==> src/hdl/pvc_pkg.sv <==
`default_nettype none
// ----------------------------------------------------------------------------
// Polyhedron volume and centroid: shared package
// Widths of the datapath, result status codes and the record that the
// divider hands back to the sequencer.
// ----------------------------------------------------------------------------
package pvc_pkg;

   // Datapath widths.
   localparam int CoordW  = 12;   // one vertex coordinate
   localparam int CSumW   = 14;   // sum of three coordinates
   localparam int CrossW  = 25;   // one component of p x q
   localparam int VolW    = 37;   // triple product of one triangle
   localparam int MulAW   = 37;   // wide operand of the shared multiplier
   localparam int MulBW   = 14;   // narrow operand of the shared multiplier
   localparam int ProdW   = MulAW + MulBW;
   localparam int VolSumW = 49;   // running volume sum
   localparam int WSumW   = 64;   // running weighted sums
   localparam int CenW    = 16;   // one centroid axis

   // Result status codes.
   typedef logic [1:0] status_type;
   localparam status_type StOk   = 2'd0;
   localparam status_type StZero = 2'd1;
   localparam status_type StSat  = 2'd2;
   localparam status_type StOver = 2'd3;

   // Result of one division, valid for the cycle in which done is high.
   typedef struct packed {
      logic                   done;
      logic                   sat;
      logic signed [CenW-1:0] quot;
   } div_rsp_type;

endpackage
`default_nettype wire

==> src/hdl/pvc_mul.sv <==
`default_nettype none
// ----------------------------------------------------------------------------
// Polyhedron volume and centroid: shared multiplier
// One signed 37 x 14 multiplier with a registered product. Every product of
// the per-triangle arithmetic goes through it in turn.
// ----------------------------------------------------------------------------
module pvc_mul (
   input  wire logic                              clock,
   input  wire logic signed [pvc_pkg::MulAW-1:0]  opa,
   input  wire logic signed [pvc_pkg::MulBW-1:0]  opb,
   output logic signed [pvc_pkg::ProdW-1:0]       prod
);

   logic signed [pvc_pkg::ProdW-1:0] prod_ff;
   logic signed [pvc_pkg::ProdW-1:0] prod_in;

   // Full-width signed product.
   always_comb begin
      prod_in = pvc_pkg::ProdW'(opa) * pvc_pkg::ProdW'(opb);
   end

   // Register after the multiplier.
   always_ff @(posedge clock) begin
      prod_ff <= prod_in;
   end

   assign prod = prod_ff;

endmodule
`default_nettype wire

==> src/hdl/pvc_div.sv <==
`default_nettype none
// ----------------------------------------------------------------------------
// Polyhedron volume and centroid: rounding divider
// Restoring divider, one quotient bit a cycle, that forms
// round(weighted_sum / (4 * volume_sum)) with ties away from zero and clamps
// the result to 16 signed bits. Quotients of 2^17 or more are caught by one
// compare up front, so only seventeen quotient bits are ever developed.
// ----------------------------------------------------------------------------
module pvc_div (
   input  wire logic                                clock,
   input  wire logic                                reset,
   input  wire logic                                start,
   input  wire logic signed [pvc_pkg::WSumW-1:0]    dividend,
   input  wire logic signed [pvc_pkg::VolSumW-1:0]  divisor,
   output pvc_pkg::div_rsp_type                     result
);

   localparam int QW    = 17;
   localparam int DW    = pvc_pkg::VolSumW + 2;
   localparam int DshW  = DW + QW;
   localparam int RemW  = pvc_pkg::WSumW;
   localparam int CntW  = $clog2(QW);

   typedef enum logic [3:0] {
      D_IDLE  = 4'b0001,
      D_CHECK = 4'b0010,
      D_ITER  = 4'b0100,
      D_FIN   = 4'b1000
   } dstate_type;

   dstate_type           state_ff, state_in;
   logic [RemW-1:0]      rem_ff, rem_in;
   logic [DshW-1:0]      dsh_ff, dsh_in;
   logic [QW-1:0]        quo_ff, quo_in;
   logic [CntW-1:0]      cnt_ff, cnt_in;
   logic                 big_ff, big_in;
   logic                 neg_ff, neg_in;
   pvc_pkg::div_rsp_type rsp_ff, rsp_in;

   logic [RemW-1:0]             wmag;
   logic [pvc_pkg::VolSumW-1:0] vmag;
   logic                        ge;
   logic [DshW-1:0]             diff;
   logic                        over;

   // Magnitudes of the operands; the rounded numerator |w| + 2|v| is formed on start.
   always_comb begin
      wmag = dividend[RemW-1] ? RemW'(-dividend) : RemW'(dividend);
      vmag = divisor[pvc_pkg::VolSumW-1] ? pvc_pkg::VolSumW'(-divisor)
                                         : pvc_pkg::VolSumW'(divisor);
   end

   // The subtractor and compare shared by the check and the iterations.
   always_comb begin
      diff = DshW'(rem_ff) - dsh_ff;
      ge   = DshW'(rem_ff) >= dsh_ff;
   end

   // Saturation test on the finished quotient.
   always_comb begin
      if (neg_ff) begin
         over = big_ff || (quo_ff > QW'(32768));
      end else begin
         over = big_ff || (quo_ff > QW'(32767));
      end
   end

   // Sequencer of the division.
   always_comb begin
      state_in = state_ff;
      rem_in   = rem_ff;
      dsh_in   = dsh_ff;
      quo_in   = quo_ff;
      cnt_in   = cnt_ff;
      big_in   = big_ff;
      neg_in   = neg_ff;
      rsp_in   = '0;
      rsp_in.quot = rsp_ff.quot;
      rsp_in.sat  = rsp_ff.sat;
      unique case (state_ff)
         D_IDLE: begin
            if (start) begin
               rem_in   = wmag + RemW'({vmag, 1'b0});
               dsh_in   = {vmag, 2'b00, {QW{1'b0}}};
               neg_in   = dividend[RemW-1] ^ divisor[pvc_pkg::VolSumW-1];
               quo_in   = '0;
               state_in = D_CHECK;
            end
         end
         D_CHECK: begin
            big_in   = ge;
            dsh_in   = dsh_ff >> 1;
            cnt_in   = '0;
            state_in = D_ITER;
         end
         D_ITER: begin
            if (ge) begin
               rem_in = diff[RemW-1:0];
            end
            quo_in = {quo_ff[QW-2:0], ge};
            dsh_in = dsh_ff >> 1;
            cnt_in = cnt_ff + 1'b1;
            if (cnt_ff == CntW'(QW - 1)) begin
               state_in = D_FIN;
            end
         end
         D_FIN: begin
            rsp_in.done = 1'b1;
            rsp_in.sat  = over;
            if (neg_ff) begin
               rsp_in.quot = over ? pvc_pkg::CenW'(-32768)
                                  : pvc_pkg::CenW'(QW'(0) - quo_ff);
            end else begin
               rsp_in.quot = over ? pvc_pkg::CenW'(32767)
                                  : pvc_pkg::CenW'(quo_ff);
            end
            state_in = D_IDLE;
         end
         default: begin
            state_in = D_IDLE;
         end
      endcase
   end

   // Control state is reset; the datapath is not.
   always_ff @(posedge clock) begin
      if (reset) begin
         state_ff    <= D_IDLE;
         rsp_ff.done <= 1'b0;
      end else begin
         state_ff    <= state_in;
         rsp_ff.done <= rsp_in.done;
      end
      rem_ff      <= rem_in;
      dsh_ff      <= dsh_in;
      quo_ff      <= quo_in;
      cnt_ff      <= cnt_in;
      big_ff      <= big_in;
      neg_ff      <= neg_in;
      rsp_ff.sat  <= rsp_in.sat;
      rsp_ff.quot <= rsp_in.quot;
   end

   assign result = rsp_ff;

endmodule
`default_nettype wire

==> src/hdl/polyhedron_volume_centroid_top.sv <==
`default_nettype none
// ----------------------------------------------------------------------------
// Polyhedron volume and centroid: top level
// Accumulates signed tetrahedron volumes of a closed triangle mesh and, on
// the last triangle, returns the enclosed-volume centroid and six times the
// enclosed volume.
// ----------------------------------------------------------------------------
// A triangle is taken when start is high while busy is low. Each triangle
// that is held keeps busy high while its twelve products go in turn through
// a single shared 37 x 14 multiplier, with a pipeline fill and a pause in
// which the triple product settles before it is multiplied by the coordinate
// sums. A triangle that arrives once MAX_TRIANGLES are held is dropped and
// does not raise busy unless it is marked last, in which case it holds busy
// for the check and the result load. On the triangle marked last, a check
// follows and then, unless the volume is zero or triangles were dropped,
// three divisions in the bit-serial divider, one per axis, and the result
// load, with busy high throughout. The result appears for exactly one cycle
// with rsp_strobe high, in the first cycle in which busy is low, and the
// receiver cannot hold it off; the sums are already clear in that cycle, and
// a new request can be taken in it.
// ----------------------------------------------------------------------------
module polyhedron_volume_centroid_top #(
   parameter int MAX_TRIANGLES = 4096
) (
   input  wire logic                                 clock,
   input  wire logic                                 reset,
   input  wire logic                                 start,
   output logic                                      busy,
   input  wire logic signed [pvc_pkg::CoordW-1:0]    req_p_x,
   input  wire logic signed [pvc_pkg::CoordW-1:0]    req_p_y,
   input  wire logic signed [pvc_pkg::CoordW-1:0]    req_p_z,
   input  wire logic signed [pvc_pkg::CoordW-1:0]    req_q_x,
   input  wire logic signed [pvc_pkg::CoordW-1:0]    req_q_y,
   input  wire logic signed [pvc_pkg::CoordW-1:0]    req_q_z,
   input  wire logic signed [pvc_pkg::CoordW-1:0]    req_r_x,
   input  wire logic signed [pvc_pkg::CoordW-1:0]    req_r_y,
   input  wire logic signed [pvc_pkg::CoordW-1:0]    req_r_z,
   input  wire logic                                 req_last_triangle,
   output logic                                      rsp_strobe,
   output logic signed [pvc_pkg::CenW-1:0]           rsp_centroid_x,
   output logic signed [pvc_pkg::CenW-1:0]           rsp_centroid_y,
   output logic signed [pvc_pkg::CenW-1:0]           rsp_centroid_z,
   output logic signed [pvc_pkg::VolSumW-1:0]        rsp_six_volume_total,
   output pvc_pkg::status_type                       rsp_status
);

   localparam int CntW  = $clog2(MAX_TRIANGLES + 2);
   localparam int StepW = 4;
   localparam logic [StepW-1:0] LastStep = StepW'(13);

   typedef enum logic [5:0] {
      S_IDLE  = 6'b000001,
      S_MUL   = 6'b000010,
      S_CHK   = 6'b000100,
      S_DIV   = 6'b001000,
      S_DWAIT = 6'b010000,
      S_FIN   = 6'b100000
   } state_type;

   state_type                              state_ff, state_in;
   logic [StepW-1:0]                       step_ff, step_in;
   logic [1:0]                             axis_ff, axis_in;
   logic [CntW-1:0]                        cnt_ff, cnt_in;

   // Captured triangle.
   logic signed [pvc_pkg::CoordW-1:0]      px_ff, py_ff, pz_ff;
   logic signed [pvc_pkg::CoordW-1:0]      qx_ff, qy_ff, qz_ff;
   logic signed [pvc_pkg::CoordW-1:0]      rx_ff, ry_ff, rz_ff;
   logic signed [pvc_pkg::CSumW-1:0]       sx_ff, sy_ff, sz_ff;
   logic                                   last_ff;

   // Intermediate and running sums.
   logic signed [pvc_pkg::CrossW-1:0]      cx_ff, cx_in, cy_ff, cy_in, cz_ff, cz_in;
   logic signed [pvc_pkg::VolW-1:0]        v_ff, v_in;
   logic signed [pvc_pkg::VolSumW-1:0]     vol_ff, vol_in;
   logic signed [pvc_pkg::WSumW-1:0]       wx_ff, wx_in, wy_ff, wy_in, wz_ff, wz_in;

   // Centroid collection and the result register.
   logic signed [pvc_pkg::CenW-1:0]        cen_ff [3];
   logic                                   sat_ff, sat_in;
   logic                                   strobe_ff, strobe_in;
   logic signed [pvc_pkg::CenW-1:0]        ocx_ff, ocy_ff, ocz_ff;
   logic signed [pvc_pkg::VolSumW-1:0]     ovol_ff;
   pvc_pkg::status_type                    ost_ff, ost_in;

   // Shared multiplier and divider connections.
   logic signed [pvc_pkg::MulAW-1:0]       opa;
   logic signed [pvc_pkg::MulBW-1:0]       opb;
   logic signed [pvc_pkg::ProdW-1:0]       prod;
   logic signed [pvc_pkg::WSumW-1:0]       div_num;
   logic                                   div_start;
   pvc_pkg::div_rsp_type                   div_rsp;

   logic                                   accept;
   logic                                   dropped;
   logic                                   vol_zero;

   assign busy     = (state_ff != S_IDLE);
   assign accept   = start && (state_ff == S_IDLE);
   assign dropped  = cnt_ff > CntW'(MAX_TRIANGLES);
   assign vol_zero = (vol_ff == '0);

   // Operand selection for the shared multiplier, at most one product a step.
   always_comb begin
      opa = '0;
      opb = '0;
      case (step_ff)
         4'd0:  begin opa = pvc_pkg::MulAW'(py_ff); opb = pvc_pkg::MulBW'(qz_ff); end
         4'd1:  begin opa = pvc_pkg::MulAW'(pz_ff); opb = pvc_pkg::MulBW'(qy_ff); end
         4'd2:  begin opa = pvc_pkg::MulAW'(pz_ff); opb = pvc_pkg::MulBW'(qx_ff); end
         4'd3:  begin opa = pvc_pkg::MulAW'(px_ff); opb = pvc_pkg::MulBW'(qz_ff); end
         4'd4:  begin opa = pvc_pkg::MulAW'(px_ff); opb = pvc_pkg::MulBW'(qy_ff); end
         4'd5:  begin opa = pvc_pkg::MulAW'(py_ff); opb = pvc_pkg::MulBW'(qx_ff); end
         4'd6:  begin opa = pvc_pkg::MulAW'(cx_ff); opb = pvc_pkg::MulBW'(rx_ff); end
         4'd7:  begin opa = pvc_pkg::MulAW'(cy_ff); opb = pvc_pkg::MulBW'(ry_ff); end
         4'd8:  begin opa = pvc_pkg::MulAW'(cz_ff); opb = pvc_pkg::MulBW'(rz_ff); end
         4'd10: begin opa = v_ff; opb = sx_ff; end
         4'd11: begin opa = v_ff; opb = sy_ff; end
         4'd12: begin opa = v_ff; opb = sz_ff; end
         default: begin
            opa = '0;
            opb = '0;
         end
      endcase
   end

   pvc_mul u_mul (
      .clock (clock),
      .opa   (opa),
      .opb   (opb),
      .prod  (prod)
   );

   // Weighted sum handed to the divider for the current axis.
   always_comb begin
      case (axis_ff)
         2'd0:    div_num = wx_ff;
         2'd1:    div_num = wy_ff;
         default: div_num = wz_ff;
      endcase
   end

   assign div_start = (state_ff == S_DIV);

   pvc_div u_div (
      .clock    (clock),
      .reset    (reset),
      .start    (div_start),
      .dividend (div_num),
      .divisor  (vol_ff),
      .result   (div_rsp)
   );

   // Result status by priority: dropped triangles, zero volume, saturation.
   always_comb begin
      if (dropped) begin
         ost_in = pvc_pkg::StOver;
      end else if (vol_zero) begin
         ost_in = pvc_pkg::StZero;
      end else if (sat_ff) begin
         ost_in = pvc_pkg::StSat;
      end else begin
         ost_in = pvc_pkg::StOk;
      end
   end

   // Sequencer: accumulate each triangle, divide on the last one.
   always_comb begin
      state_in  = state_ff;
      step_in   = step_ff;
      axis_in   = axis_ff;
      cnt_in    = cnt_ff;
      cx_in     = cx_ff;
      cy_in     = cy_ff;
      cz_in     = cz_ff;
      v_in      = v_ff;
      vol_in    = vol_ff;
      wx_in     = wx_ff;
      wy_in     = wy_ff;
      wz_in     = wz_ff;
      sat_in    = sat_ff;
      strobe_in = 1'b0;
      unique case (state_ff)
         S_IDLE: begin
            if (accept) begin
               if (cnt_ff < CntW'(MAX_TRIANGLES)) begin
                  step_in  = '0;
                  state_in = S_MUL;
               end else begin
                  cnt_in = CntW'(MAX_TRIANGLES + 1);
                  if (req_last_triangle) begin
                     state_in = S_CHK;
                  end
               end
            end
         end
         S_MUL: begin
            // Each step takes up the product issued in the step before.
            case (step_ff)
               4'd1:  cx_in = pvc_pkg::CrossW'(prod);
               4'd2:  cx_in = cx_ff - pvc_pkg::CrossW'(prod);
               4'd3:  cy_in = pvc_pkg::CrossW'(prod);
               4'd4:  cy_in = cy_ff - pvc_pkg::CrossW'(prod);
               4'd5:  cz_in = pvc_pkg::CrossW'(prod);
               4'd6:  cz_in = cz_ff - pvc_pkg::CrossW'(prod);
               4'd7:  v_in  = pvc_pkg::VolW'(prod);
               4'd8:  v_in  = v_ff + pvc_pkg::VolW'(prod);
               4'd9:  v_in  = v_ff + pvc_pkg::VolW'(prod);
               4'd11: begin
                  wx_in  = wx_ff + pvc_pkg::WSumW'(prod);
                  vol_in = vol_ff + pvc_pkg::VolSumW'(v_ff);
               end
               4'd12: wy_in = wy_ff + pvc_pkg::WSumW'(prod);
               4'd13: wz_in = wz_ff + pvc_pkg::WSumW'(prod);
               default: begin
                  v_in = v_ff;
               end
            endcase
            step_in = step_ff + 1'b1;
            if (step_ff == LastStep) begin
               cnt_in   = cnt_ff + 1'b1;
               state_in = last_ff ? S_CHK : S_IDLE;
            end
         end
         S_CHK: begin
            axis_in = '0;
            sat_in  = 1'b0;
            if (dropped || vol_zero) begin
               state_in = S_FIN;
            end else begin
               state_in = S_DIV;
            end
         end
         S_DIV: begin
            state_in = S_DWAIT;
         end
         S_DWAIT: begin
            if (div_rsp.done) begin
               sat_in = sat_ff | div_rsp.sat;
               if (axis_ff == 2'd2) begin
                  state_in = S_FIN;
               end else begin
                  axis_in  = axis_ff + 1'b1;
                  state_in = S_DIV;
               end
            end
         end
         S_FIN: begin
            strobe_in = 1'b1;
            cnt_in    = '0;
            vol_in    = '0;
            wx_in     = '0;
            wy_in     = '0;
            wz_in     = '0;
            state_in  = S_IDLE;
         end
         default: begin
            state_in = S_IDLE;
         end
      endcase
   end

   // The state, the triangle count, the running sums and the strobe are reset; the rest is not.
   always_ff @(posedge clock) begin
      if (reset) begin
         state_ff  <= S_IDLE;
         cnt_ff    <= '0;
         vol_ff    <= '0;
         wx_ff     <= '0;
         wy_ff     <= '0;
         wz_ff     <= '0;
         strobe_ff <= 1'b0;
      end else begin
         state_ff  <= state_in;
         cnt_ff    <= cnt_in;
         vol_ff    <= vol_in;
         wx_ff     <= wx_in;
         wy_ff     <= wy_in;
         wz_ff     <= wz_in;
         strobe_ff <= strobe_in;
      end
      step_ff <= step_in;
      axis_ff <= axis_in;
      cx_ff   <= cx_in;
      cy_ff   <= cy_in;
      cz_ff   <= cz_in;
      v_ff    <= v_in;
      sat_ff  <= sat_in;
   end

   // Capture the triangle and its coordinate sums on acceptance.
   always_ff @(posedge clock) begin
      if (accept) begin
         px_ff   <= req_p_x;
         py_ff   <= req_p_y;
         pz_ff   <= req_p_z;
         qx_ff   <= req_q_x;
         qy_ff   <= req_q_y;
         qz_ff   <= req_q_z;
         rx_ff   <= req_r_x;
         ry_ff   <= req_r_y;
         rz_ff   <= req_r_z;
         sx_ff   <= pvc_pkg::CSumW'(req_p_x) + pvc_pkg::CSumW'(req_q_x)
                    + pvc_pkg::CSumW'(req_r_x);
         sy_ff   <= pvc_pkg::CSumW'(req_p_y) + pvc_pkg::CSumW'(req_q_y)
                    + pvc_pkg::CSumW'(req_r_y);
         sz_ff   <= pvc_pkg::CSumW'(req_p_z) + pvc_pkg::CSumW'(req_q_z)
                    + pvc_pkg::CSumW'(req_r_z);
         last_ff <= req_last_triangle;
      end
   end

   // Collect each centroid axis as the divider finishes it.
   always_ff @(posedge clock) begin
      if ((state_ff == S_DWAIT) && div_rsp.done) begin
         cen_ff[axis_ff] <= div_rsp.quot;
      end
   end

   // Result register, loaded in the final cycle of the mesh.
   always_ff @(posedge clock) begin
      if (state_ff == S_FIN) begin
         ost_ff  <= ost_in;
         ovol_ff <= vol_ff;
         if (dropped || vol_zero) begin
            ocx_ff <= '0;
            ocy_ff <= '0;
            ocz_ff <= '0;
         end else begin
            ocx_ff <= cen_ff[0];
            ocy_ff <= cen_ff[1];
            ocz_ff <= cen_ff[2];
         end
      end
   end

   assign rsp_strobe           = strobe_ff;
   assign rsp_centroid_x       = ocx_ff;
   assign rsp_centroid_y       = ocy_ff;
   assign rsp_centroid_z       = ocz_ff;
   assign rsp_six_volume_total = ovol_ff;
   assign rsp_status           = ost_ff;

endmodule
`default_nettype wire
==> config.mk <==
export PLATFORM = sky130hd
export DESIGN_NAME = polyhedron_volume_centroid_top
export DESIGN_NICKNAME = d
export VERILOG_FILES = /design/src/hdl/pvc_pkg.sv /design/src/hdl/pvc_mul.sv /design/src/hdl/pvc_div.sv /design/src/hdl/polyhedron_volume_centroid_top.sv
export SDC_FILE = /design/constraint.sdc
export NUM_CORES = 2
export LEC_CHECK = 0
export BUFFER_PORTS_ARGS = -buffer_cell sky130_fd_sc_hd__buf_4
export CORE_MARGIN = 8
export CORE_UTILIZATION = 65
export CTS_BUF_LIST = sky130_fd_sc_hd__clkbuf_16
export DETAILED_ROUTE_END_ITERATION = 6
export PLACE_DENSITY = 0.83
export SYNTH_ARGS = -nofsm -noshare
export SYNTH_HDL_FRONTEND = slang
export SYNTH_SLANG_ARGS = --single-unit
export TNS_END_PERCENT = 50
==> constraint.sdc <==
create_clock -name clock -period 20.6 [get_ports clock]
set_clock_uncertainty 0.05 [all_clocks]
set_input_delay 0 -clock clock [delete_from_list [all_inputs] [get_ports clock]]
set_output_delay 0 -clock clock [all_outputs]
set_load 0.01 [all_outputs]
==> summary.md <==
| Metric | Value |
|---|---|
| Vias in the first global route | `69821` |
| Minimum clock period | `11.90 ns` |
| Average size of a mapped cell | `8.983 um^2` |
| CTS sink count | `907` |
| CP startpoint kind | `flip-flop` |
| Bufs and invs on worst path | `4` |
| Initial Util | `65.18%` |
| YS warnings | `0` |
| Avg Vias per Cell | `6.537` |
| CTS buffer count | `101` |
| Delay-heaviest family, CP | `compound AO/OA/AOI/OAI gates` |
| Reg2Reg Launch Point | `step_ff[0]$_SDFFCE_PN0P_` |
| Instance count on the critical path | `30` |
| Layout cells sized above 1 | `6.093%` |
| Count leader, synth | `nand2_1` |
| Critical path type | `reg -> reg` |
| Post-synth EDFFs | `590` |
| Worst Reg-to-Reg Cells | `30` |
| Final setup violating endpoints | `0` |
| Layout Nets | `10406` |
| Worst-Skew Late Latency | `0.81 ns` |
| Syn_nets | `10179` |
| Crit path max-delay cell type | `inv_1` |
| Chip height | `367.2 um` |
| Detail Placement HPWL | `177200 um` |
| FFs w/ async S/R, synth | `0%` |
| # DRC | `16` |
| Status | `finished with violations` |
| Buffer depth of the longest clock path | `3` |
| Crit path DAT | `12.40 ns` |
| Port Buffers | `212` |
| Top-area cell type share of the netlist area | `22.10%` |
| Fmax achieved | `0.08405 GHz` |
| Reg clk slew, reported paths | `0.08 ns` |
| HP Start | `reset` |
| Commonest cells in the netlist | `nand2_1, a21oi_1, inv_1, ha_1, nor2_1` |
| Clock Tree Root | `clkbuf_16` |
| Critical Path Fanout Max | `32` |
| Total track usage | `36.06%` |
| Synth cell types | `97` |
| Fin. Hold Viols | `0` |
| CP required | `21.10 ns` |
| #FFs+latches synth | `907` |
| Max incr delay on CP | `1.12 ns` |
| Final wirelength | `251900 um` |
| Synth top area cells | `edfxtp_1, fa_1, ha_1, dfxtp_1, nand2_1` |
| Setup total negative slack | `0 ns` |
| Std-Cell Rows | `129` |
| Post-Syn Instances | `8924` |
| Via count | `71151` |
| H-tree depth | `3` |
| Post-synth top area cell | `edfxtp_1` |
| Failing checks | `design-rule violations, max-slew violations` |
| Max-slew violation count | `2` |
| First-pass GRT wire length | `389600 um` |
| Synth Flop Type | `edfxtp_1` |
| Die extent in x | `367.2 um` |
| Pin count of the biggest net entering global routing | `93` |
| Area delta synth->final | `10.67%` |
| HP Class | `in -> reg` |
| Hold depth | `3` |
| Drt wl/cell | `23.14 um` |
| CTS tree | `done` |
| CP endpoint kind | `flip-flop` |
| First-pass DRT Iterations | `7` |
| Max Cap Viol | `0` |
| RSZ-0062 raised after global routing | `no` |
| Post-DRT Antenna Nets | `0` |
| CP most frequent cell | `fa_1` |
| Fin crit share | `57.75%` |
| Actual slew at the worst max-slew pin | `1.576 ns` |
| First DRT Iteration DRCs | `8389` |
| Core Area | `123000 um^2` |
| Synthesized cell area | `80170 um^2` |
| Io pins | `213` |
| Routability Congestion | `1.004` |
| Die ar. | `134800 um^2` |
| GRT Residual Overflow | `0` |
| Antenna violations before repair | `21` |
| Post-synthesis sequential area ratio | `30.02%` |
| Worst setup path start | `step_ff[0]$_SDFFCE_PN0P_` |
| Rel. slew slack | `-5.036%` |
stage by stage:
step | hold WS [ns] | util (%) | setup slack (ns) | std cells | area, um^2
global placement | 0.1391 | 67.49 | 9.827 | 10462 | 83010
CTS | 0.08400 | 72.10 | 9.495 | 10875 | 88670
detailed placement | 0.1436 | 67.49 | 9.550 | 10462 | 83010
global route | 0.1377 | 72.13 | 8.374 | 10880 | 88710
floorplan | 0.04887 | - | 11.95 | 8924 | 80170
finish | 0.1531 | 72.13 | 8.703 | 10884 | 88720
per-layer routing:
layer / GRT usage (%) / up-vias / routed length, um
met3: 9.822 / 1111 / 30770
met5: 0 / - / 137
li1: - / 31818 / -
met1: 44.96 / 33795 / 92450
met4: 19.33 / 16 / 16320
met2: 57.19 / 4411 / 112200
final timing paths:
path	endpoint	slack [ns]
hold / removal	cnt_ff[0]$_SDFFE_PP0P_	0.15
hold reg to reg	cen_ff[0][7]$_DFFE_PP_	0.42
setup / recovery	u_mul.prod[48]$_DFF_P_	8.70
setup reg to reg	u_mul.prod[48]$_DFF_P_	8.70
cell usage in the layout (no fill, tap or decap), drive strengths merged, types with 24 or more instances in the layout:
master and count:
a41oi 24, nor3 92, inv 789, dlygate4sd3 221, ha 623, nand2 1076
o31ai 48, buf 290, xor2 223, clkinv 46, a211oi 69, o211ai 29
nand2b 101, a21o 323, a22o 106, and2 129, a21boi 27, xnor2 388
o21bai 81, clkbuf 105, o21a 70, nand3 189, nor4 31, dfxtp 317
fa 520, and3 68, nor2b 79, nor2 617, a221oi 37, edfxtp 590
a31oi 90, a22oi 84, nand4 93, o21ai 499, a21oi 780, a211o 26
or3 45
worst min-delay path, cell delays in order:
cell,delay [ns]
dlygate4sd3_1,0.54
buf_4,0.23
nor2_1,0.12
what timing repair did:
action	4_1_cts	5_1_grt
resized for setup	0	0
hold endpoints to repair	271	0
buffers inserted	0	0
hold buffers	221	0
cells by family (layout without fill, tap and decap cells):
kind of cell | after synthesis | in the layout | share of synthesized area (%)
other cells | 0 | 7 | 0
compound gates | 2450 | 2450 | 19.53
mux | 30 | 30 | 0.3871
simple gates | 2631 | 2631 | 15.18
xor+xnor | 611 | 611 | 6.685
flops | 907 | 907 | 30.02
buf+inv | 1152 | 1468 | 5.494
fa+ha+maj | 1143 | 1143 | 22.71
cell type report:
class | instances | area, um^2
Clock buffer | 103 | 2577
Tap cell | 1637 | 2048
Multi-Input combinational cell | 6865 | 51860
Antenna cell | 7 | 17.52
Sequential cell | 907 | 24060
Clock inverter | 89 | 870.8
Fill cell | 8775 | 34270
Inverter | 763 | 2867
Timing Repair Buffer | 513 | 4410
state kept, by name, summed over array words and instances, names as in the netlist, 18 cells and up:
signal,flops
u_div.result,18
wy_ff,64
wx_ff,64
u_div.rem_ff,64
u_div.dsh_ff,68
v_ff,37
u_mul.prod,51
vol_ff,49
wz_ff,64
cen_ff,48
cz_ff,25
cy_ff,25
rsp_six_volume_total,49
cx_ff,25
Power is left out: the tool's default activity adds up to more than one toggle a clock period on the data nets, which glitch-free logic cannot reach.
